[config.mk]
export PLATFORM = sky130hd
export DESIGN_NAME = mdio_management_slave_phy
export DESIGN_NICKNAME = d
export VERILOG_FILES = /design/src/sv/mms_pkg.sv /design/src/sv/mdio_management_slave_phy.sv /design/src/sv/mms_regfile.sv /design/src/sv/mms_frame.sv /design/src/sv/mms_rsp_buf.sv
export SDC_FILE = /design/constraint.sdc
export NUM_CORES = 1
export LEC_CHECK = 0
export BUFFER_PORTS_ARGS = -buffer_cell sky130_fd_sc_hd__buf_2
export CORE_MARGIN = 5
export CORE_UTILIZATION = 65
export DETAILED_ROUTE_END_ITERATION = 10
export PLACE_DENSITY = 0.82
export SLEW_MARGIN = 40
export SYNTH_ARGS = -nofsm -noshare
export SYNTH_HDL_FRONTEND = slang
export SYNTH_SLANG_ARGS = --single-unit
export TNS_END_PERCENT = 10
[constraint.sdc]
create_clock -name clock -period 10.4 [get_ports clock]
set_input_delay 1.04 -clock clock [delete_from_list [all_inputs] [get_ports clock]]
set_output_delay 1.04 -clock clock [all_outputs]
set_load 0.02 [all_outputs]
[src/sv/mms_pkg.sv]
`default_nettype none
package mms_pkg;

   localparam int PHASE_W = 3;
   localparam int COUNT_W = 7;
   localparam int ADDR_W  = 5;
   localparam int DATA_W  = 16;
   localparam int NUM_REGS = 32;

   localparam int PREAMBLE_BITS_DEFAULT = 32;
   localparam logic [ADDR_W-1:0] PHY_ADDRESS_RESET = 5'd1;

   // frame phases
   localparam logic [PHASE_W-1:0] PH_PREAMBLE = 3'd0;
   localparam logic [PHASE_W-1:0] PH_START    = 3'd1;
   localparam logic [PHASE_W-1:0] PH_OPCODE   = 3'd2;
   localparam logic [PHASE_W-1:0] PH_ADDRESS  = 3'd3;
   localparam logic [PHASE_W-1:0] PH_REGISTER = 3'd4;
   localparam logic [PHASE_W-1:0] PH_TURN     = 3'd5;
   localparam logic [PHASE_W-1:0] PH_DATA     = 3'd6;

   localparam logic [1:0] OP_READ = 2'd2;

   // phy register numbers
   localparam logic [ADDR_W-1:0] REG_CONTROL   = 5'd0;
   localparam logic [ADDR_W-1:0] REG_STATUS    = 5'd1;
   localparam logic [ADDR_W-1:0] REG_ID1       = 5'd2;
   localparam logic [ADDR_W-1:0] REG_ID2       = 5'd3;
   localparam logic [ADDR_W-1:0] REG_ADVERTISE = 5'd4;
   localparam logic [ADDR_W-1:0] REG_PARTNER   = 5'd5;
   localparam logic [ADDR_W-1:0] REG_SPEED     = 5'd18;

   typedef struct packed {
      logic mdc_level;
      logic mdio_set;
      logic mdio_value;
   } req_type;

   typedef struct packed {
      logic [PHASE_W-1:0] frame_phase;
      logic               mdio_line;
   } rsp_type;

   typedef struct packed {
      logic              we;
      logic [ADDR_W-1:0] addr;
      logic [DATA_W-1:0] data;
   } regwr_type;

endpackage
`default_nettype wire

[src/sv/mdio_management_slave_phy.sv]
// MDIO clause 22 management slave with a 32 x 16 PHY register file. Each request is one
// write of the management lines (new MDC level, optional new MDIO level); every request
// gives exactly one response with the MDIO line level and the frame phase after it.
// One request is taken every clock cycle while the output queue has room: the frame machine's
// state registers feed a single combinational pass, and each response is registered into a
// two-entry output queue, so requests keep flowing while one response waits. The user must
// write the PHY address register through the csr port only while the block is idle (unenforced).
`default_nettype none
module mdio_management_slave_phy #(
   parameter int PREAMBLE_BITS = mms_pkg::PREAMBLE_BITS_DEFAULT
) (
   input  wire logic        clock,
   input  wire logic        reset,
   // bit 0 mdio_value, bit 1 mdio_set, bit 2 mdc_level, bits 7:3 zero
   input  wire logic [7:0]  req_tdata,
   input  wire logic        req_tvalid,
   output logic             req_tready,
   // bit 0 mdio_line, bits 3:1 frame_phase, bits 7:4 zero
   output logic      [7:0]  rsp_tdata,
   output logic             rsp_tvalid,
   input  wire logic        rsp_tready,
   input  wire logic [mms_pkg::ADDR_W-1:0] csr_data,
   input  wire logic        csr_valid,
   output logic             csr_ready
);

   logic [mms_pkg::ADDR_W-1:0] phy_address_ff;
   logic                       req_fire;
   mms_pkg::req_type           req;
   mms_pkg::rsp_type           rsp_next;
   mms_pkg::rsp_type           rsp_out;
   mms_pkg::regwr_type         wr;
   logic [mms_pkg::ADDR_W-1:0] rd_addr;
   logic [mms_pkg::DATA_W-1:0] rd_data;

   assign csr_ready = 1'b1;
   assign req_fire  = req_tvalid && req_tready;
   assign req       = '{mdc_level: req_tdata[2], mdio_set: req_tdata[1],
                        mdio_value: req_tdata[0]};
   assign rsp_tdata = {4'b0000, rsp_out.frame_phase, rsp_out.mdio_line};

   always_ff @(posedge clock) begin
      if (reset) begin
         phy_address_ff <= mms_pkg::PHY_ADDRESS_RESET;
      end else if (csr_valid && csr_ready) begin
         phy_address_ff <= csr_data;
      end
   end

   mms_frame #(
      .PREAMBLE_BITS (PREAMBLE_BITS)
   ) u_frame (
      .clock       (clock),
      .reset       (reset),
      .req_fire    (req_fire),
      .req         (req),
      .phy_address (phy_address_ff),
      .rd_data     (rd_data),
      .rd_addr     (rd_addr),
      .wr          (wr),
      .rsp         (rsp_next)
   );

   mms_regfile u_regfile (
      .clock   (clock),
      .reset   (reset),
      .wr      (wr),
      .rd_addr (rd_addr),
      .rd_data (rd_data)
   );

   mms_rsp_buf u_rsp_buf (
      .clock     (clock),
      .reset     (reset),
      .push      (req_fire),
      .push_data (rsp_next),
      .can_push  (req_tready),
      .rsp_valid (rsp_tvalid),
      .rsp_ready (rsp_tready),
      .rsp_data  (rsp_out)
   );

endmodule
`default_nettype wire

[src/sv/mms_regfile.sv]
`default_nettype none
module mms_regfile (
   input  wire logic                        clock,
   input  wire logic                        reset,
   input  wire mms_pkg::regwr_type          wr,
   input  wire logic [mms_pkg::ADDR_W-1:0]  rd_addr,
   output logic      [mms_pkg::DATA_W-1:0]  rd_data
);

   localparam logic [mms_pkg::DATA_W-1:0] STATUS_VALUE  = 16'h782c;
   localparam logic [mms_pkg::DATA_W-1:0] PARTNER_BASE  = 16'h4001;
   localparam logic [mms_pkg::DATA_W-1:0] PARTNER_MASK  = 16'h01e0;

   logic [mms_pkg::DATA_W-1:0] regs_ff [mms_pkg::NUM_REGS];
   logic [mms_pkg::DATA_W-1:0] adv;
   logic                       fast_mode;
   logic                       full_duplex;

   function automatic logic [mms_pkg::DATA_W-1:0] reset_word(
      input logic [mms_pkg::ADDR_W-1:0] idx
   );
      unique case (idx)
         mms_pkg::REG_CONTROL:   reset_word = 16'h3100;
         mms_pkg::REG_ID1:       reset_word = 16'h0300;
         mms_pkg::REG_ID2:       reset_word = 16'he400;
         mms_pkg::REG_ADVERTISE: reset_word = 16'h01e1;
         default:                reset_word = '0;
      endcase
   endfunction

   always_ff @(posedge clock) begin
      if (reset) begin
         for (int i = 0; i < mms_pkg::NUM_REGS; i++) begin
            regs_ff[i] <= reset_word(mms_pkg::ADDR_W'(i));
         end
      end else if (wr.we) begin
         regs_ff[wr.addr] <= wr.data;
      end
   end

   assign adv         = regs_ff[mms_pkg::REG_ADVERTISE];
   // 100 Mb/s half or full, and any full-duplex mode
   assign fast_mode   = adv[8] | adv[7];
   assign full_duplex = adv[8] | adv[6];

   always_comb begin
      unique case (rd_addr)
         mms_pkg::REG_STATUS:  rd_data = STATUS_VALUE;
         mms_pkg::REG_PARTNER: rd_data = PARTNER_BASE | (adv & PARTNER_MASK);
         mms_pkg::REG_SPEED:   rd_data = {4'b0000, full_duplex, fast_mode, 10'b0};
         default:              rd_data = regs_ff[rd_addr];
      endcase
   end

endmodule
`default_nettype wire

[src/sv/mms_frame.sv]
`default_nettype none
module mms_frame #(
   parameter int PREAMBLE_BITS = mms_pkg::PREAMBLE_BITS_DEFAULT
) (
   input  wire logic                        clock,
   input  wire logic                        reset,
   input  wire logic                        req_fire,
   input  wire mms_pkg::req_type            req,
   input  wire logic [mms_pkg::ADDR_W-1:0]  phy_address,
   input  wire logic [mms_pkg::DATA_W-1:0]  rd_data,
   output logic      [mms_pkg::ADDR_W-1:0]  rd_addr,
   output mms_pkg::regwr_type               wr,
   output mms_pkg::rsp_type                 rsp
);

   localparam int CW = mms_pkg::COUNT_W;
   localparam logic [CW-1:0] PREAMBLE_EDGES = CW'(PREAMBLE_BITS * 2);
   localparam logic [CW-1:0] START_EDGES    = CW'(2);
   localparam logic [CW-1:0] OPCODE_EDGES   = CW'(2 * 2);
   localparam logic [CW-1:0] FIELD_EDGES    = CW'(5 * 2);
   localparam logic [CW-1:0] TURN_EDGES     = CW'(2 * 2);
   localparam logic [CW-1:0] DATA_EDGES     = CW'(16 * 2);
   localparam logic [CW-1:0] COUNT_MAX      = {CW{1'b1}};

   logic [mms_pkg::PHASE_W-1:0] phase_ff, phase_in;
   logic [CW-1:0]               count_ff, count_in;
   logic [1:0]                  opcode_ff, opcode_in;
   logic [mms_pkg::ADDR_W-1:0]  addr_ff, addr_in;
   logic [mms_pkg::ADDR_W-1:0]  regnum_ff, regnum_in;
   logic [mms_pkg::DATA_W-1:0]  shift_ff, shift_in;
   logic                        driving_ff, driving_in;
   logic                        clock_ff, clock_in;
   logic                        line_ff, line_in;

   logic                        line_now;
   logic                        fall;
   logic [CW-1:0]               count_inc;
   logic                        addr_match;
   logic [mms_pkg::DATA_W-1:0]  read_word;
   logic [mms_pkg::DATA_W-1:0]  shift_rx;

   assign rd_addr    = regnum_ff;
   assign line_now   = req.mdio_set ? req.mdio_value : line_ff;
   assign fall       = clock_ff;
   assign count_inc  = (count_ff != COUNT_MAX) ? count_ff + 1'b1 : count_ff;
   assign addr_match = (addr_ff == phy_address);
   assign read_word  = addr_match ? rd_data : '1;
   assign shift_rx   = driving_ff ? shift_ff : {shift_ff[mms_pkg::DATA_W-2:0], line_now};

   always_comb begin
      phase_in   = phase_ff;
      count_in   = count_ff;
      opcode_in  = opcode_ff;
      addr_in    = addr_ff;
      regnum_in  = regnum_ff;
      shift_in   = shift_ff;
      driving_in = driving_ff;
      clock_in   = req.mdc_level;
      line_in    = line_now;
      wr         = '{we: 1'b0, addr: regnum_ff, data: shift_rx};

      if (req.mdc_level != clock_ff) begin
         count_in = count_inc;
         unique case (phase_ff)
            mms_pkg::PH_PREAMBLE: begin
               if (fall && count_inc >= PREAMBLE_EDGES && !line_now) begin
                  count_in = '0;
                  phase_in = mms_pkg::PH_START;
                  shift_in = '0;
               end
            end
            mms_pkg::PH_START: begin
               if (fall && count_inc == START_EDGES) begin
                  count_in  = '0;
                  opcode_in = '0;
                  phase_in  = mms_pkg::PH_OPCODE;
               end
            end
            mms_pkg::PH_OPCODE: begin
               if (fall) begin
                  opcode_in = {opcode_ff[0], line_now};
                  if (count_inc == OPCODE_EDGES) begin
                     count_in = '0;
                     addr_in  = '0;
                     phase_in = mms_pkg::PH_ADDRESS;
                  end
               end
            end
            mms_pkg::PH_ADDRESS: begin
               if (fall) begin
                  addr_in = {addr_ff[mms_pkg::ADDR_W-2:0], line_now};
                  if (count_inc == FIELD_EDGES) begin
                     count_in  = '0;
                     regnum_in = '0;
                     phase_in  = mms_pkg::PH_REGISTER;
                  end
               end
            end
            mms_pkg::PH_REGISTER: begin
               if (fall) begin
                  regnum_in = {regnum_ff[mms_pkg::ADDR_W-2:0], line_now};
                  if (count_inc == FIELD_EDGES) begin
                     count_in = '0;
                     phase_in = mms_pkg::PH_TURN;
                  end
               end
            end
            mms_pkg::PH_TURN: begin
               if (fall && count_inc == TURN_EDGES) begin
                  count_in = '0;
                  line_in  = 1'b0;
                  phase_in = mms_pkg::PH_DATA;
                  if (opcode_ff == mms_pkg::OP_READ) begin
                     // lsb goes out first, then msb-first shifting on rising edges
                     driving_in = 1'b1;
                     shift_in   = read_word;
                     line_in    = read_word[0];
                  end
               end
            end
            mms_pkg::PH_DATA: begin
               if (!fall) begin
                  if (driving_ff) begin
                     line_in  = shift_ff[mms_pkg::DATA_W-1];
                     shift_in = {shift_ff[mms_pkg::DATA_W-2:0], 1'b0};
                  end
               end else begin
                  shift_in = shift_rx;
                  if (count_inc == DATA_EDGES) begin
                     count_in   = '0;
                     phase_in   = mms_pkg::PH_PREAMBLE;
                     driving_in = 1'b0;
                     wr.we      = req_fire && !driving_ff && addr_match;
                  end
               end
            end
            default: begin
               phase_in = mms_pkg::PH_PREAMBLE;
            end
         endcase
      end

      rsp.mdio_line   = line_in;
      rsp.frame_phase = phase_in;
   end

   always_ff @(posedge clock) begin
      if (reset) begin
         phase_ff   <= mms_pkg::PH_PREAMBLE;
         count_ff   <= '0;
         opcode_ff  <= '0;
         addr_ff    <= '0;
         regnum_ff  <= '0;
         shift_ff   <= '0;
         driving_ff <= 1'b0;
         clock_ff   <= 1'b0;
         line_ff    <= 1'b0;
      end else if (req_fire) begin
         phase_ff   <= phase_in;
         count_ff   <= count_in;
         opcode_ff  <= opcode_in;
         addr_ff    <= addr_in;
         regnum_ff  <= regnum_in;
         shift_ff   <= shift_in;
         driving_ff <= driving_in;
         clock_ff   <= clock_in;
         line_ff    <= line_in;
      end
   end

endmodule
`default_nettype wire

[src/sv/mms_rsp_buf.sv]
`default_nettype none
module mms_rsp_buf (
   input  wire logic             clock,
   input  wire logic             reset,
   input  wire logic             push,
   input  wire mms_pkg::rsp_type push_data,
   output logic                  can_push,
   output logic                  rsp_valid,
   input  wire logic             rsp_ready,
   output mms_pkg::rsp_type      rsp_data
);

   // two-entry queue: head register plus skid register
   mms_pkg::rsp_type head_ff, head_in;
   mms_pkg::rsp_type skid_ff, skid_in;
   logic [1:0]       count_ff, count_in;
   logic             pop;

   assign rsp_valid = (count_ff != 2'd0);
   assign can_push  = (count_ff != 2'd2);
   assign rsp_data  = head_ff;
   assign pop       = rsp_valid && rsp_ready;

   always_comb begin
      head_in  = head_ff;
      skid_in  = skid_ff;
      count_in = count_ff;
      if (pop) begin
         head_in = skid_ff;
      end
      if (push) begin
         if (count_ff == 2'd0 || (pop && count_ff == 2'd1)) begin
            head_in = push_data;
         end else begin
            skid_in = push_data;
         end
      end
      if (push && !pop) begin
         count_in = count_ff + 2'd1;
      end else if (pop && !push) begin
         count_in = count_ff - 2'd1;
      end
   end

   always_ff @(posedge clock) begin
      if (reset) begin
         count_ff <= 2'd0;
      end else begin
         count_ff <= count_in;
      end
   end

   always_ff @(posedge clock) begin
      head_ff <= head_in;
      skid_ff <= skid_in;
   end

endmodule
`default_nettype wire

### Word-level counts from Yosys, hierarchy flattened

Memory sizes are Yosys's and may differ from the RTL's. A register that Yosys moved wholly into a read port is not among the register bits.
Index checks and enable logic that the tools add are counted.

* add/sub/neg operators: 3
* $mul: 0
* divide/modulo/power cells: 0
* magnitude comparators: 1
* eq/ne operators: 31
* shift operators: 0
* muxes and demuxes: 80
* bitwise logic cells: 3
* reduce and logical (&&, ||, !) cells: 34

Operators with widths (count)
* $mux W16: 13
* $pmux W16 S3: 2
* $mux W7: 10
* $mux W5: 9
* $pmux W7 S6: 1
* $mux W3: 12
* $ne A2 B1 Y1 const B: 11
* $pmux W3 S7: 1
* $mux W1: 20
* $pmux W5 S2: 2
* $reduce_or A16 Y1: 1
* $reduce_and A7 Y1: 2
* $mux W4: 3
* $reduce_and A6 Y1: 2
* $reduce_bool A2 Y1: 6
* $logic_and A1 B1 Y1: 11
* $eq A3 B3 Y1 const B: 3
* $mux W2: 4
* $add A7 B1 Y7 const B: 1
* $eq A7 B2 Y1 const B: 1
* $eq A7 B3 Y1 const B: 1
* $eq A7 B4 Y1 const B: 1
* $eq A7 B6 Y1 const B: 1
* $ge A7 B7 Y1 const B: 1
* 26 further kinds: 33

* flip-flop bits (word level): 56
* bits in latches: 0
* RAM bits: 512
* ROM bits: 0
* input bits: 18
* output and inout port bits: 11
* logic and storage cells: 168
* memories kept: 1

Memories
* u_regfile.regs_ff: depth 32, bits a word 16, read ports 2, clocked after memory_dff 1, wr ports 32, line mms_regfile.sv:14 `logic [mms_pkg::DATA_W-1:0] regs_ff [mms_pkg::NUM_REGS];`

### Depth between registers and ports, before layout

Gate-level depths: netlist of the first run.

* depth after elaboration: 13
* depth in mapped cells: 12
* depth with buffers taken out: 9

### Hierarchy

A second synthesis of the first run with hierarchy kept.

* cell total of the unflattened synthesis: 2068
* area, all modules: 27751.6 µm²

Modules (own cells, without submodules)
* mms_regfile: instances 1, cells an instance 1602, area each 23994.3 µm², seq. area each 15374.7 µm²
* mms_frame: instances 1, cells an instance 405, area each 3031.7 µm², seq. area each 820.8 µm²
* mms_rsp_buf: instances 1, cells an instance 37, area each 490.5 µm², seq. area each 240.2 µm²
* mdio_management_slave_phy: instances 1, cells an instance 24, area each 235.2 µm², seq. area each 100.1 µm²

### Least setup slack after synthesis of the first run

Ideal clock, no wire load.

* kind: reg2reg
* start point: register u_frame.count_ff[0]
* end point: memory u_regfile.regs_ff[28][0] (netlist name), enable pin
* library setup time: 375 ps
* arrival: 3075 ps
* required time: 10025 ps
* slack: 6951 ps
* stages on the path, launching flop included: 12
* buffers on the path: 3
* clock period less this slack: 3449 ps
* cells stage by stage: dfxtp_1 > ha_1 > buf_4 > and4_1 > and3_1 > clkbuf_1 > o31ai_1 > or4_1 > buf_2 > nor3_4 > nand2_2 > nand2b_1

RTL lines
* from (decl): line mms_frame.sv:26 `logic [CW-1:0] count_ff, count_in;`
* from (signal assigned): line mms_frame.sv:160 `count_ff <= count_in;`
* to (decl): line mms_regfile.sv:14

==> summary.txt, run 1 <==
Clock network
  – Htree depth: 2
  – Clk Latency, worst-skew pair: 610 ps
  – CTS tree: done
  – Hold-fix buffers at CTS: 0
  – Clk sinks: 573
  – Postcts setup bufs: 0
  – Root Buffer: clkbuf_16
  – TritonCTS buffer count: 54
  – Clock slew seen by the registers of the worst setup and hold paths: roughly 60 ps
  – Clock tree buffer depth: 3
  – Post-CTS sizing: 0

STA
  – RSZ-0062 raised after global routing: no
  – Fin crit period: 4680 ps
  – Max Fclk: approximately 210 MHz
  – Slew HR: 41.8%
  – Worst Skew: 31.2 ps
  – Max-slew violations: 0
  – Worst setup margin: 5720 ps
  – Worst-margin pin slew: a little under 900 ps
  – Tcrit/Tclk final: about 45%
  – Setup violators final: 0
  – Final hold violation count: 0
  – Setup TNS: 0 ps

Floorplan
  – I/O pin count: 29
  – Die H: 210 um
  – Die footprint: about 44000 um2
  – Num rows: between 70 and 80
  – Die width: 210 um
  – Core Area: 39500 um2
  – Initial Util: about 65%

Job
  – Maxcap violations: 0

Synth
  – Register area share after synthesis: 64.3%
  – Seq cells post-synth: ~570
  – Largest cells by area after synthesis: edfxtp_1, mux4_2, nor2_1, dfxtp_1, mux2i_1
  – Post-synth EDFFs: 516
  – Post-synthesis cell area: 25900 um2
  – Syn Inst Count: 1895
  – FFs w/ async S/R, synth: 0%
  – Synth top area share: 59.9%
  – Cell variety after synth: 66
  – Dominant cell type by area after synthesis: edfxtp_1
  – Avg Cell Area, Syn: 13.7 um2
  – Synth Flop Type: edfxtp_1
  – Synth warn: 0

Cells and area
  – Area delta synth->final: 8.97%
  – Final instance area: 28200 um2
  – Nets: 1863
  – Fraction of layout cells with a size suffix above 1: 19.8%
  – Fill cells: 2367

Status
  – Run status: finished, final reports clean

GRT
  – Overall global routing resource usage: 29.9%
  – Vias in the first global route: 16000
  – Grt ovf: 0
  – Largest net degree at the start of global routing: 60
  – Initial antenna violation count: 2
  – First-pass GRT wire length: 99000 um

Worst hold path
  – Hold Path Class: register to register

Power
  – Design Power: 4860 uW
  – Power per cell area: 172 nW/um2
  – Max IR drop VDD: ~0.12 mV
  – Leak pwr: about 0.0084 uW

Detailed routing
  – Post-Route WL: 64800 um
  – Antenna-violating nets left: 0
  – Length of the first detailed-routing pass in iterations: 6
  – Via density: 6.76
  – DRC: 0
  – WL per Instance: ~27 um
  – 1st-iter DRT viols: 2316
  – Via count: 16200

Setup path
  – Crit path launch type: register
  – Worst Path Max Fanout: 16
  – Slowest cell delay on critical path: 840 ps
  – Worst endpoint required time: between 10000 and 15000 ps
  – CP Class: register to register
  – Worst path slowest cell: or4_1
  – Crit path buf inv count: 0
  – Crit path capture type: register
  – Delay-heaviest family, CP: simple AND/OR/NAND/NOR gates
  – Worst path cell trace: ha_1 -> and4_1 -> o21ai_1 -> nand3b_1 -> or4_1 -> nor3_4 -> nand2_1 -> nand2b_1
  – Worst Path Arrival: ~5000 ps

Placement
  – Buffers on Ports: 18
  – Dpl ws: 5500 ps
  – Post-Place Cell Area: 26400 um2
  – Post-DP HPWL: 39200 um
  – Gpl congestion: around 0.94
path summary, 6_finish.rpt:
kind | startpoint | endpoint | slack [ps] | cells after the start
worst max-delay path | u_frame.count_ff[0]$_SDFFE_PP0P_ | u_regfile.regs_ff[2][0]$_SDFFCE_PN0P_ | 5720 | 8
worst min-delay path | u_frame.opcode_ff[1]$_SDFFE_PP0P_ | u_frame.opcode_ff[1]$_SDFFE_PP0P_ | 460 | 2
worst max register to register | u_frame.count_ff[0]$_SDFFE_PP0P_ | u_regfile.regs_ff[2][0]$_SDFFCE_PN0P_ | 5720 | 8
worst min register to register | u_frame.opcode_ff[1]$_SDFFE_PP0P_ | u_frame.opcode_ff[1]$_SDFFE_PP0P_ | 460 | 2
layout by cell type (no fill, tap or decap), types with 26 or more instances in the layout:
master	instances
nand2_2	27
edfxtp_1	516
dfxtp_1	53
clkbuf_16	55
mux2i_1	31
nor2_1	566
nand2b_2	26
nand2_1	54
mux4_2	154
a21oi_1	28
worst register-to-register path, cell delays in order, from the launching register on:
cell	delay (ps)
dfxtp_1	370
ha_1	320
and4_1	250
o21ai_1	310
nand3b_1	330
or4_1	840
nor3_4	520
nand2_1	530
nand2b_1	820
area by class of cell:
| class | instances | area [um2] | share of cell area (%) |
|---|---|---|---|
| clock buffer | 63 | 1410 | 4.99 |
| timing repair buffer | 52 | 415 | 1.47 |
| sequential | 573 | 16600 | 59.0 |
| clock inverter | 30 | 283 | 1.00 |
| tap | 525 | 657 | 2.33 |
| antenna | 1 | 2.50 | 0.00887 |
| inverter | 17 | 63.8 | 0.226 |
| multi-input combinational | 1142 | 8730 | 31.0 |
flip-flops by register name, indices dropped and copies added (netlist names), named ones only:
name / count
u_frame.clock_ff: 1
u_frame.shift_ff: 16
u_frame.rd_addr: 5
u_frame.phase_ff: 3
u_frame.line_ff: 1
u_regfile.regs_ff: 512
phy_address_ff: 5
u_rsp_buf.skid_ff: 4
u_frame.count_ff: 7
u_frame.opcode_ff: 2
u_frame.driving_ff: 1
u_rsp_buf.rsp_data: 4
u_rsp_buf.count_ff: 2
u_frame.addr_ff: 5
layer usage:
metal  part of all wire, %  vias up  GRT usage [%]  wire [um]
li1                      -     6854              -          -
met1                    35     8030           42.1      22400
met2                    48     1189           46.8      31000
met3                    14      161           7.32       8760
met4                   4.0        2           10.6       2610
met5                 0.025        -              0         16
where the power goes:
group          internal (uW)  switching [uW]
registers               2620            42.7
clock network           1090             843
logic                   95.9             173
total                   3800            1060
per-stage QoR:
step / hold slack (ps) / util (%) / std cells
2_1_floorplan: 427 / - / 1898
4_1_cts: 453 / 71.0 / 2400
3_5_place_dp: 443 / 66.8 / 2307
5_1_grt: 496 / 71.3 / 2402
3_3_place_gp: 435 / 66.5 / 2299
6_report: 455 / 71.3 / 2403
cells by family after synthesis:
| kind of cell | count (synthesis) | share of synthesized area [%] |
|---|---|---|
| compound gates | 139 | 3.67 |
| xor+xnor | 9 | 0.305 |
| mux | 202 | 15.3 |
| buf+inv | 183 | 3.14 |
| simple gates | 782 | 13.1 |
| other cells | 2 | 0.0290 |
| fa+ha+maj | 5 | 0.242 |
| flops | 573 | 64.3 |
synth_stat cells (all sizes together), types with 3 or more instances:
cell type and instances:
a22oi 4, or4 5, o21a 3, o31ai 6, a31o 3, mux2i 47, clkbuf 106, edfxtp 516
o21ai 23, nand2 81, and3 9, nor3 29, dfxtp 57, a22o 4, mux4 154, a21oi 28
a21o 3, nand2b 36, nor3b 4, o221ai 3, nand3b 6, ha 5, o41ai 3, a31oi 6
inv 17, o2111ai 4, nor2 567, nand3 12, xor2 7, buf 60, o22ai 5, and2 6
a221oi 10, a211oi 23, nor2b 10
No activity file was read; power rests on OpenSTA's default activity.
==> inputs of run 2 (changes only) <==
--- a/config.mk
+++ b/config.mk
@@ -7,9 +7,9 @@
 export LEC_CHECK = 0
 export BUFFER_PORTS_ARGS = -buffer_cell sky130_fd_sc_hd__buf_2
 export CORE_MARGIN = 5
-export CORE_UTILIZATION = 65
+export CORE_UTILIZATION = 57
 export DETAILED_ROUTE_END_ITERATION = 10
-export PLACE_DENSITY = 0.82
+export PLACE_DENSITY = 0.76
 export SLEW_MARGIN = 40
 export SYNTH_ARGS = -nofsm -noshare
 export SYNTH_HDL_FRONTEND = slang
==> constraint.sdc (replaced) <==
create_clock -name clock -period 4.2 [get_ports clock]
set_input_delay 0.42 -clock clock [delete_from_list [all_inputs] [get_ports clock]]
set_output_delay 0.42 -clock clock [all_outputs]
set_load 0.02 [all_outputs]
==> run 2 against run 1 <==
Global-route usage decreased by 3.6 points. Critical endpoint is now u_regfile.regs_ff[6][0]$_SDFFCE_PN0P_. Worst hold slack got worse by 420 ps. Final cell count increased by 6.2%.
==> summary.txt, run 2 (synthesized netlist as in run 1, its figures left out) <==
GRT
  – Initial antenna violation count: 1 (was 2)
  – Vias in the first global route: 16200 (was 16000)
  – Grt ovf: 0 (unchanged)
  – Largest net degree at the start of global routing: 72 (was 60)
  – First-pass GRT wire length: 99600 um (was 99000 um)
  – Overall global routing resource usage: 26.3% (was 29.9%)

Clock network
  – Root Buffer: clkbuf_16 (unchanged)
  – Clk Latency, worst-skew pair: 620 ps (was 610 ps)
  – Clk sinks: 573 (unchanged)
  – Clock slew seen by the registers of the worst setup and hold paths: 70 ps (was 60 ps)
  – CTS tree: done (unchanged)
  – Htree depth: 2 (unchanged)
  – TritonCTS buffer count: 55 (was 54)
  – Clock tree buffer depth: 3 (unchanged)

Floorplan
  – Die width: 223 um (was 210 um)
  – Die H: 223 um (was 210 um)
  – Initial Util: 57.3% (was 65.4%)
  – I/O pin count: 29 (unchanged)
  – Die footprint: 49800 um2 (was 43900 um2)
  – Core Area: 45200 um2 (was 39500 um2)
  – Num rows: 78 (was 73)

Detailed routing
  – Length of the first detailed-routing pass in iterations: 6 (unchanged)
  – WL per Instance: 25.7 um (was 27.0 um)
  – Via density: 6.46 (was 6.76)
  – Post-Route WL: 65600 um (was 64800 um)
  – Antenna-violating nets left: 0 (unchanged)
  – Via count: 16500 (was 16200)
  – 1st-iter DRT viols: 2622 (was 2316)
  – DRC: 0 (unchanged)

Cells and area
  – Most common cell after layout, fill and taps aside: nor2_1 (unchanged)
  – Nets: 1930 (was 1863)
  – Final instance area: 28900 um2 (was 28200 um2)
  – Area of the multi-input gates: 8660 um2 (was 8730 um2)
  – Register area: 16600 um2 (unchanged)
  – Area delta synth->final: 11.5% (was 8.97%)
  – Largest reg by FF count: u_regfile.regs_ff (unchanged)
  – Fill cells: 3090 (was 2367)
  – Max FFs per register: 512 (unchanged)
  – Commonest non-fill, non-tap cells in the layout: nor2_1, edfxtp_1, mux4_2, buf_4, clkbuf_16 (was nor2_1, edfxtp_1, mux4_2, clkbuf_16, nand2_1)
  – Fraction of layout cells with a size suffix above 1: 21.1% (was 19.8%)
  – Largest regs: u_regfile.regs_ff (512), u_frame.shift_ff (16), u_frame.count_ff (7) (unchanged)

Setup path
  – Crit path launch type: register (unchanged)
  – Slowest cell delay on critical path: 770 ps (was 840 ps)
  – Worst path cell trace: ha_1 -> and4_1 -> and3_1 -> o31ai_1 -> or4_1 -> nor3_4 -> nand2_2 -> nand2b_1 -> buf_4 (was ha_1 -> and4_1 -> o21ai_1 -> nand3b_1 -> or4_1 -> nor3_4 -> nand2_1 -> nand2b_1)
  – Worst Path Arrival: 4400 ps (was 4890 ps)
  – Delay-heaviest family, CP: simple AND/OR/NAND/NOR gates (unchanged)
  – Worst endpoint required time: 4520 ps (was 10620 ps)
  – Worst Path Max Fanout: 17 (was 16)
  – Reg2reg path depth: 9 (was 8)
  – CP Class: register to register (unchanged)
  – Crit path capture type: register (unchanged)
  – Critical R2R Launch: u_frame.count_ff[0]$_SDFFE_PP0P_ (unchanged)
  – Crit path buf inv count: 1 (was 0)
  – R2R Setup Slk: 120 ps (was 5720 ps)
  – Worst path slowest cell: or4_1 (unchanged)
  – R2r endpoint: u_regfile.regs_ff[6][0]$_SDFFCE_PN0P_ (was u_regfile.regs_ff[2][0]$_SDFFCE_PN0P_)

Placement
  – Post-Place Cell Area: 27000 um2 (was 26400 um2)
  – Post-DP HPWL: 41600 um (was 39200 um)
  – Gpl congestion: 0.945 (was 0.941)
  – Dpl ws: 181 ps (was 5500 ps)
  – Buffers on Ports: 18 (unchanged)

Job
  – Maxcap violations: 0 (unchanged)

Power
  – Leak pwr: 0.00879 uW (was 0.00842 uW)
  – Design Power: 12300 uW (was 4860 uW)
  – Max IR drop VDD: 0.291 mV (was 0.118 mV)
  – Power per cell area: 425 nW/um2 (was 172 nW/um2)

STA
  – Max-slew violations: 0 (unchanged)
  – Worst setup margin: 124 ps (was 5720 ps)
  – Worst Skew: 25.1 ps (was 31.2 ps)
  – Setup violators final: 0 (unchanged)
  – Max Fclk: 245 MHz (was 214 MHz)
  – Worst hold margin: 32.9 ps (was 455 ps)
  – Fin crit period: 4080 ps (was 4680 ps)
  – RSZ-0062 raised after global routing: yes (was no)
  – Setup TNS: 0 ps (unchanged)
  – Tcrit/Tclk final: 97.1% (was 45.0%)
  – Worst-margin pin slew: 822 ps (was 865 ps)
  – Slew HR: 44.0% (was 41.8%)
  – Final hold violation count: 0 (unchanged)

Worst hold path
  – Hold Path Class: input pin to register (was register to register)
  – Critical hold path startpoint: csr_data[4] (was u_frame.opcode_ff[1]$_SDFFE_PP0P_)
  – Hold endpoint: phy_address_ff[4]$_SDFFE_PP0P_ (was u_frame.opcode_ff[1]$_SDFFE_PP0P_)
  – Hold Path Stages: 3 (was 2)

Status
  – Run status: finished, final reports clean (unchanged)
==> run 2: changes by cell type in the layout (fill, tap and decap cells not counted), moves of 3 or more <==
cell	before	now
clkbuf_8	0	3
nand2b_2	26	2
clkinv_1	10	7
buf_12	2	5
nand2b_1	10	34
clkbuf_1	8	17
buf_4	23	89
==> run 2: worst max path at each step <==
| stage | to | from | cells past startpoint | slack, ps |
|---|---|---|---|---|
| global placement | u_regfile.regs_ff[8][4]$_SDFFCE_PN0P_ | u_frame.count_ff[0]$_SDFFE_PP0P_ | 9 | 250 |
| CTS | u_regfile.regs_ff[8][12]$_SDFFCE_PN0P_ | u_frame.count_ff[0]$_SDFFE_PP0P_ | 9 | 90 |
| global route | u_regfile.regs_ff[6][0]$_SDFFCE_PN0P_ | u_frame.count_ff[0]$_SDFFE_PP0P_ | 9 | -30 |
| detailed placement | u_regfile.regs_ff[8][14]$_SDFFCE_PN0P_ | u_frame.count_ff[0]$_SDFFE_PP0P_ | 9 | 180 |
| floorplan | u_regfile.regs_ff[28][0]$_SDFFCE_PN0P_ | u_frame.count_ff[0]$_SDFFE_PP0P_ | 11 | 750 |
| finish | u_regfile.regs_ff[6][0]$_SDFFCE_PN0P_ | u_frame.count_ff[0]$_SDFFE_PP0P_ | 9 | 120 |
==> run 2: timing repair <==
action,in CTS,in global routing
hold buffers,1,0
setup endpoints to repair,0,91
hold endpoints to repair,1,0
resized for setup,0,1
buffers inserted,0,1
==> run 2: power breakdown <==
group          switching, uW  total, uW  internal, uW
clock network           2110       4990          2880
logic                    422        683           261
registers                107       6600          6490
total                   2640      12300          9630
==> run 2: metrics by stage <==
step	cells	util, %
6_report	2553	63.9
4_1_cts	2548	63.7
3_3_place_gp	2443	59.6
3_5_place_dp	2445	59.7
2_1_floorplan	1898	-
5_1_grt	2552	63.9
==> run 2: layout make-up <==
type,count,share of cell area [%]
Antenna cell,1,0.00867
Clock buffer,76,5.22
Clock inverter,26,1.04
Inverter,17,0.221
Multi-Input combinational cell,1142,30.0
Sequential cell,573,57.7
Tap cell,600,2.60
Timing Repair Buffer,118,3.22
==> run 2: worst min-delay path, cell delays in order <==
cell and delay, ps:
buf_2 80, mux2i_1 50, nor2_1 70
==> run 2: per-layer routing <==
metal / global-route usage, % / vias up / wire length, um
li1: - / 6987 / -
met1: 37.1 / 8291 / 24100
met2: 41.2 / 1055 / 31400
met3: 5.14 / 156 / 7320
met4: 10.5 / 0 / 2700
met5: 0 / - / 0
==> inputs of run 3 (changes only) <==
--- a/config.mk
+++ b/config.mk
@@ -13,5 +13,6 @@
 export SLEW_MARGIN = 40
 export SYNTH_ARGS = -nofsm -noshare
 export SYNTH_HDL_FRONTEND = slang
+export SYNTH_HIERARCHICAL = 1
 export SYNTH_SLANG_ARGS = --single-unit
 export TNS_END_PERCENT = 10
==> run 3 against run 2 <==
Global-route usage grew 0.38 points. Non-clock buffer count shrank 26. Design area grew 4.3%. Power is essentially flat. Sequential share of layout area shrank 2.7 points. Die area grew 6.9%. Largest cell class unchanged.
==> summary.txt, run 3 <==
Detailed routing
  – Antenna-violating nets left: 0 (unchanged)
  – Via count: 17000 (was 16500)
  – 1st-iter DRT viols: 2079 (was 2622)
  – Length of the first detailed-routing pass in iterations: 5 (was 6)
  – Post-Route WL: 71300 um (was 65600 um)
  – Via density: 6.31 (was 6.46)
  – WL per Instance: 26.5 um (was 25.7 um)
  – DRC: 0 (unchanged)

Synth
  – Avg Cell Area, Syn: 13.4 um2 (was 13.7 um2)
  – Register area share after synthesis: 59.6% (was 64.3%)
  – Synth top area share: 55.8% (was 59.9%)
  – Seq cells post-synth: 568 (was 573)
  – Xor and xnor fraction of the mapped netlist area: 0.410% (was 0.305%)
  – Cell variety after synth: 90 (was 66)
  – Adder-cell share of the synthesized area: 0.225% (was 0.242%)
  – Post-synth EDFFs: 516 (unchanged)
  – Synth Flop Type: edfxtp_1 (unchanged)
  – Post-synthesis mux area share: 12.9% (was 15.3%)
  – Largest cells by area after synthesis: edfxtp_1, and2_1, mux4_2, dfxtp_1, mux2i_1 (was edfxtp_1, mux4_2, nor2_1, dfxtp_1, mux2i_1)
  – Syn Inst Count: 2068 (was 1895)
  – Largest family of logic cells by synthesized area: simple AND/OR/NAND/NOR gates (was multiplexers)
  – FFs w/ async S/R, synth: 0% (unchanged)
  – Most instantiated cells after synthesis: edfxtp_1, and2_1, nor2_1, clkbuf_1, mux4_2 (was nor2_1, edfxtp_1, mux4_2, clkbuf_1, dfxtp_1)
  – Post-synthesis cell area: 27800 um2 (was 25900 um2)
  – Most common cell in the netlist: edfxtp_1 (was nor2_1)
  – Dominant cell type by area after synthesis: edfxtp_1 (unchanged)
  – Synth Area in Compound Gates: 5.19% (was 3.67%)
  – Synth warn: 6 (was 0)
  – Simple-gate share of the synthesized area: 18.0% (was 13.1%)

Setup path
  – Worst Path Arrival: 4230 ps (was 4400 ps)
  – Worst endpoint required time: 4450 ps (was 4520 ps)
  – Reg2reg path depth: 10 (was 9)
  – Delay-heaviest family, CP: simple AND/OR/NAND/NOR gates (unchanged)
  – Critical R2R Launch: u_frame/count_ff[1]$_SDFFE_PP0P_ (was u_frame.count_ff[0]$_SDFFE_PP0P_)
  – Crit path buf inv count: 1 (unchanged)
  – CP Class: register to register (unchanged)
  – Crit path launch type: register (unchanged)
  – R2r endpoint: u_regfile/regs_ff[5][14]$_SDFFCE_PN0P_ (was u_regfile.regs_ff[6][0]$_SDFFCE_PN0P_)
  – Crit path capture type: register (unchanged)
  – Worst path slowest cell: or4_4 (was or4_1)
  – R2R Setup Slk: 220 ps (was 120 ps)
  – Slowest cell delay on critical path: 590 ps (was 770 ps)
  – Worst Path Max Fanout: 16 (was 17)
  – Worst path cell trace: ha_1 -> nor2b_1 -> nand4b_1 -> or4_4 -> nor4_2 -> nor3b_1 -> nand2_1 -> buf_4 -> nor2_1 -> or2_2 (was ha_1 -> and4_1 -> and3_1 -> o31ai_1 -> or4_1 -> nor3_4 -> nand2_2 -> nand2b_1 -> buf_4)

Clock network
  – Clk Latency, worst-skew pair: 620 ps (about the same)
  – Postcts setup bufs: 0 (unchanged)
  – Clock tree buffer depth: 3 (unchanged)
  – TritonCTS buffer count: 57 (was 55)
  – CTS tree: done (unchanged)
  – Clock slew seen by the registers of the worst setup and hold paths: 60 ps (was 70 ps)
  – Htree depth: 2 (unchanged)
  – Root Buffer: clkbuf_16 (unchanged)
  – Clk sinks: 568 (was 573)

Floorplan
  – I/O pin count: 29 (unchanged)
  – Num rows: 80 (was 78)
  – Initial Util: 57.9% (was 57.3%)
  – Core Area: 47900 um2 (was 45200 um2)
  – Die width: 231 um (was 223 um)
  – Die H: 231 um (was 223 um)
  – Die footprint: 53200 um2 (was 49800 um2)

Cells and area
  – Most common cell after layout, fill and taps aside: edfxtp_1 (was nor2_1)
  – Fill cells: 3484 (was 3090)
  – Commonest non-fill, non-tap cells in the layout: edfxtp_1, and2_1, nor2_1, mux4_2, buf_4 (was nor2_1, edfxtp_1, mux4_2, buf_4, clkbuf_16)
  – Nets: 2058 (was 1930)
  – Final instance area: 30100 um2 (was 28900 um2)
  – Area delta synth->final: 8.48% (was 11.5%)
  – Largest reg by FF count: u_regfile/regs_ff (was u_regfile.regs_ff)
  – Largest regs: u_regfile/regs_ff (512), u_frame/shift_ff (16), u_frame/count_ff (7) (was u_regfile.regs_ff (512), u_frame.shift_ff (16), u_frame.count_ff (7))
  – Max FFs per register: 512 (unchanged)
  – Ant. Diodes: 0 (was 1)
  – Fraction of layout cells with a size suffix above 1: 18.7% (was 21.1%)

STA
  – Max-slew violations: 0 (unchanged)
  – Slew HR: 42.3% (was 44.0%)
  – Worst Skew: 23.3 ps (was 25.1 ps)
  – Setup violators final: 0 (unchanged)
  – Max Fclk: 251 MHz (was 245 MHz)
  – Final hold violation count: 0 (unchanged)
  – Fin crit period: 3980 ps (was 4080 ps)
  – Tcrit/Tclk final: 94.9% (was 97.1%)
  – Worst-margin pin slew: 866 ps (was 822 ps)
  – Worst hold margin: 35.5 ps (was 32.9 ps)

Status
  – Run status: finished, final reports clean (unchanged)

Worst hold path
  – Hold endpoint: phy_address_ff[0]$_SDFFE_PP1P_ (was phy_address_ff[4]$_SDFFE_PP0P_)
  – Hold Path Class: input pin to register (unchanged)
  – Critical hold path startpoint: csr_data[0] (was csr_data[4])
  – Hold Path Stages: 2 (was 3)

Placement
  – Post-DP HPWL: 44500 um (was 41600 um)
  – Gpl congestion: 0.942 (was 0.945)
  – Post-Place Cell Area: 28200 um2 (was 27000 um2)
  – Buffers on Ports: 18 (unchanged)

Power
  – Leak pwr: 0.0101 uW (was 0.00879 uW)
  – Max IR drop VDD: 0.312 mV (was 0.291 mV)
  – Power per cell area: 407 nW/um2 (was 425 nW/um2)

GRT
  – Initial antenna violation count: 1 (unchanged)
  – First-pass GRT wire length: 107000 um (was 99600 um)
  – Overall global routing resource usage: 26.7% (was 26.3%)
  – Largest net degree at the start of global routing: 65 (was 72)
  – Vias in the first global route: 17000 (was 16200)
  – Grt ovf: 0 (unchanged)

Job
  – Maxcap violations: 0 (unchanged)
[run 3: layer usage]
layer / global-route usage (%) / wire length [um] / vias to the layer above
li1: - / - / 7477
met1: 37.0 / 28000 / 8585
met2: 42.4 / 34000 / 813
met3: 5.62 / 6740 / 150
met4: 9.66 / 2630 / 0
met5: 0 / 0 / -
[run 3: final cells by class]
type                            count  area (um2)  area share (%)
Tap cell                          615         769            2.56
Sequential cell                   568       16500            55.0
Timing Repair Buffer               92         678            2.25
Clock buffer                       79        1550            5.15
Inverter                           14        52.6           0.175
Clock inverter                     26         263           0.873
Multi-Input combinational cell   1302       10200            34.0
[run 3: cells by family after synthesis]
group / count (synthesis)
mux: 221
other cells: 2
compound gates: 198
simple gates: 860
xor+xnor: 13
buf+inv: 201
flops: 568
fa+ha+maj: 5
[run 3: timing repair]
action / CTS / global route
endpoints found under the setup margin: 0 / 258
hold buffers: 0 / 0
resized for setup: 0 / 2
hold endpoints to repair: 0 / 0
[run 3: where the power goes]
part	switching, uW	internal [uW]
Combinational	446	293
Sequential	104	6450
Clock	2100	2870
[run 3: worst max-delay path by stage]
stage | from | to | slack (ps) | cells past startpoint
2_1_floorplan | u_frame/count_ff[1]$_SDFFE_PP0P_ | u_regfile/regs_ff[0][0]$_SDFFCE_PN0P_ | 900 | 10
3_3_place_gp | u_frame/count_ff[1]$_SDFFE_PP0P_ | u_regfile/regs_ff[13][6]$_SDFFCE_PN0P_ | 210 | 10
3_5_place_dp | u_frame/count_ff[1]$_SDFFE_PP0P_ | u_regfile/regs_ff[9][11]$_SDFFCE_PN0P_ | 170 | 10
4_1_cts | u_frame/count_ff[0]$_SDFFE_PP0P_ | u_regfile/regs_ff[12][7]$_SDFFCE_PN0P_ | 170 | 10
5_1_grt | u_frame/count_ff[1]$_SDFFE_PP0P_ | u_regfile/regs_ff[1][2]$_SDFFCE_PN0P_ | -30 | 10
6_report | u_frame/count_ff[1]$_SDFFE_PP0P_ | u_regfile/regs_ff[5][14]$_SDFFCE_PN0P_ | 220 | 10
[run 3: through the flow]
step | setup WS (ps) | utilization [%] | setup TNS, ps | std cells | power [uW]
global route | -25.0 | 62.8 | -644 | 2696 | 12700
floorplan | 904 | - | 0 | 2071 | 7150
finish | 215 | 62.8 | 0 | 2696 | 12300
global placement | 214 | 58.9 | 0 | 2590 | 7360
detailed placement | 169 | 58.9 | 0 | 2590 | 7400
CTS | 168 | 62.7 | 0 | 2695 | 12300
[run 3: worst register-to-register path: cells and delay by family, from the launching register on]
family / cells / cell delay, ps
fa+ha+maj: 1 / 320
simple gates: 8 / 2600
buf+inv: 1 / 250
flops: 1 / 460
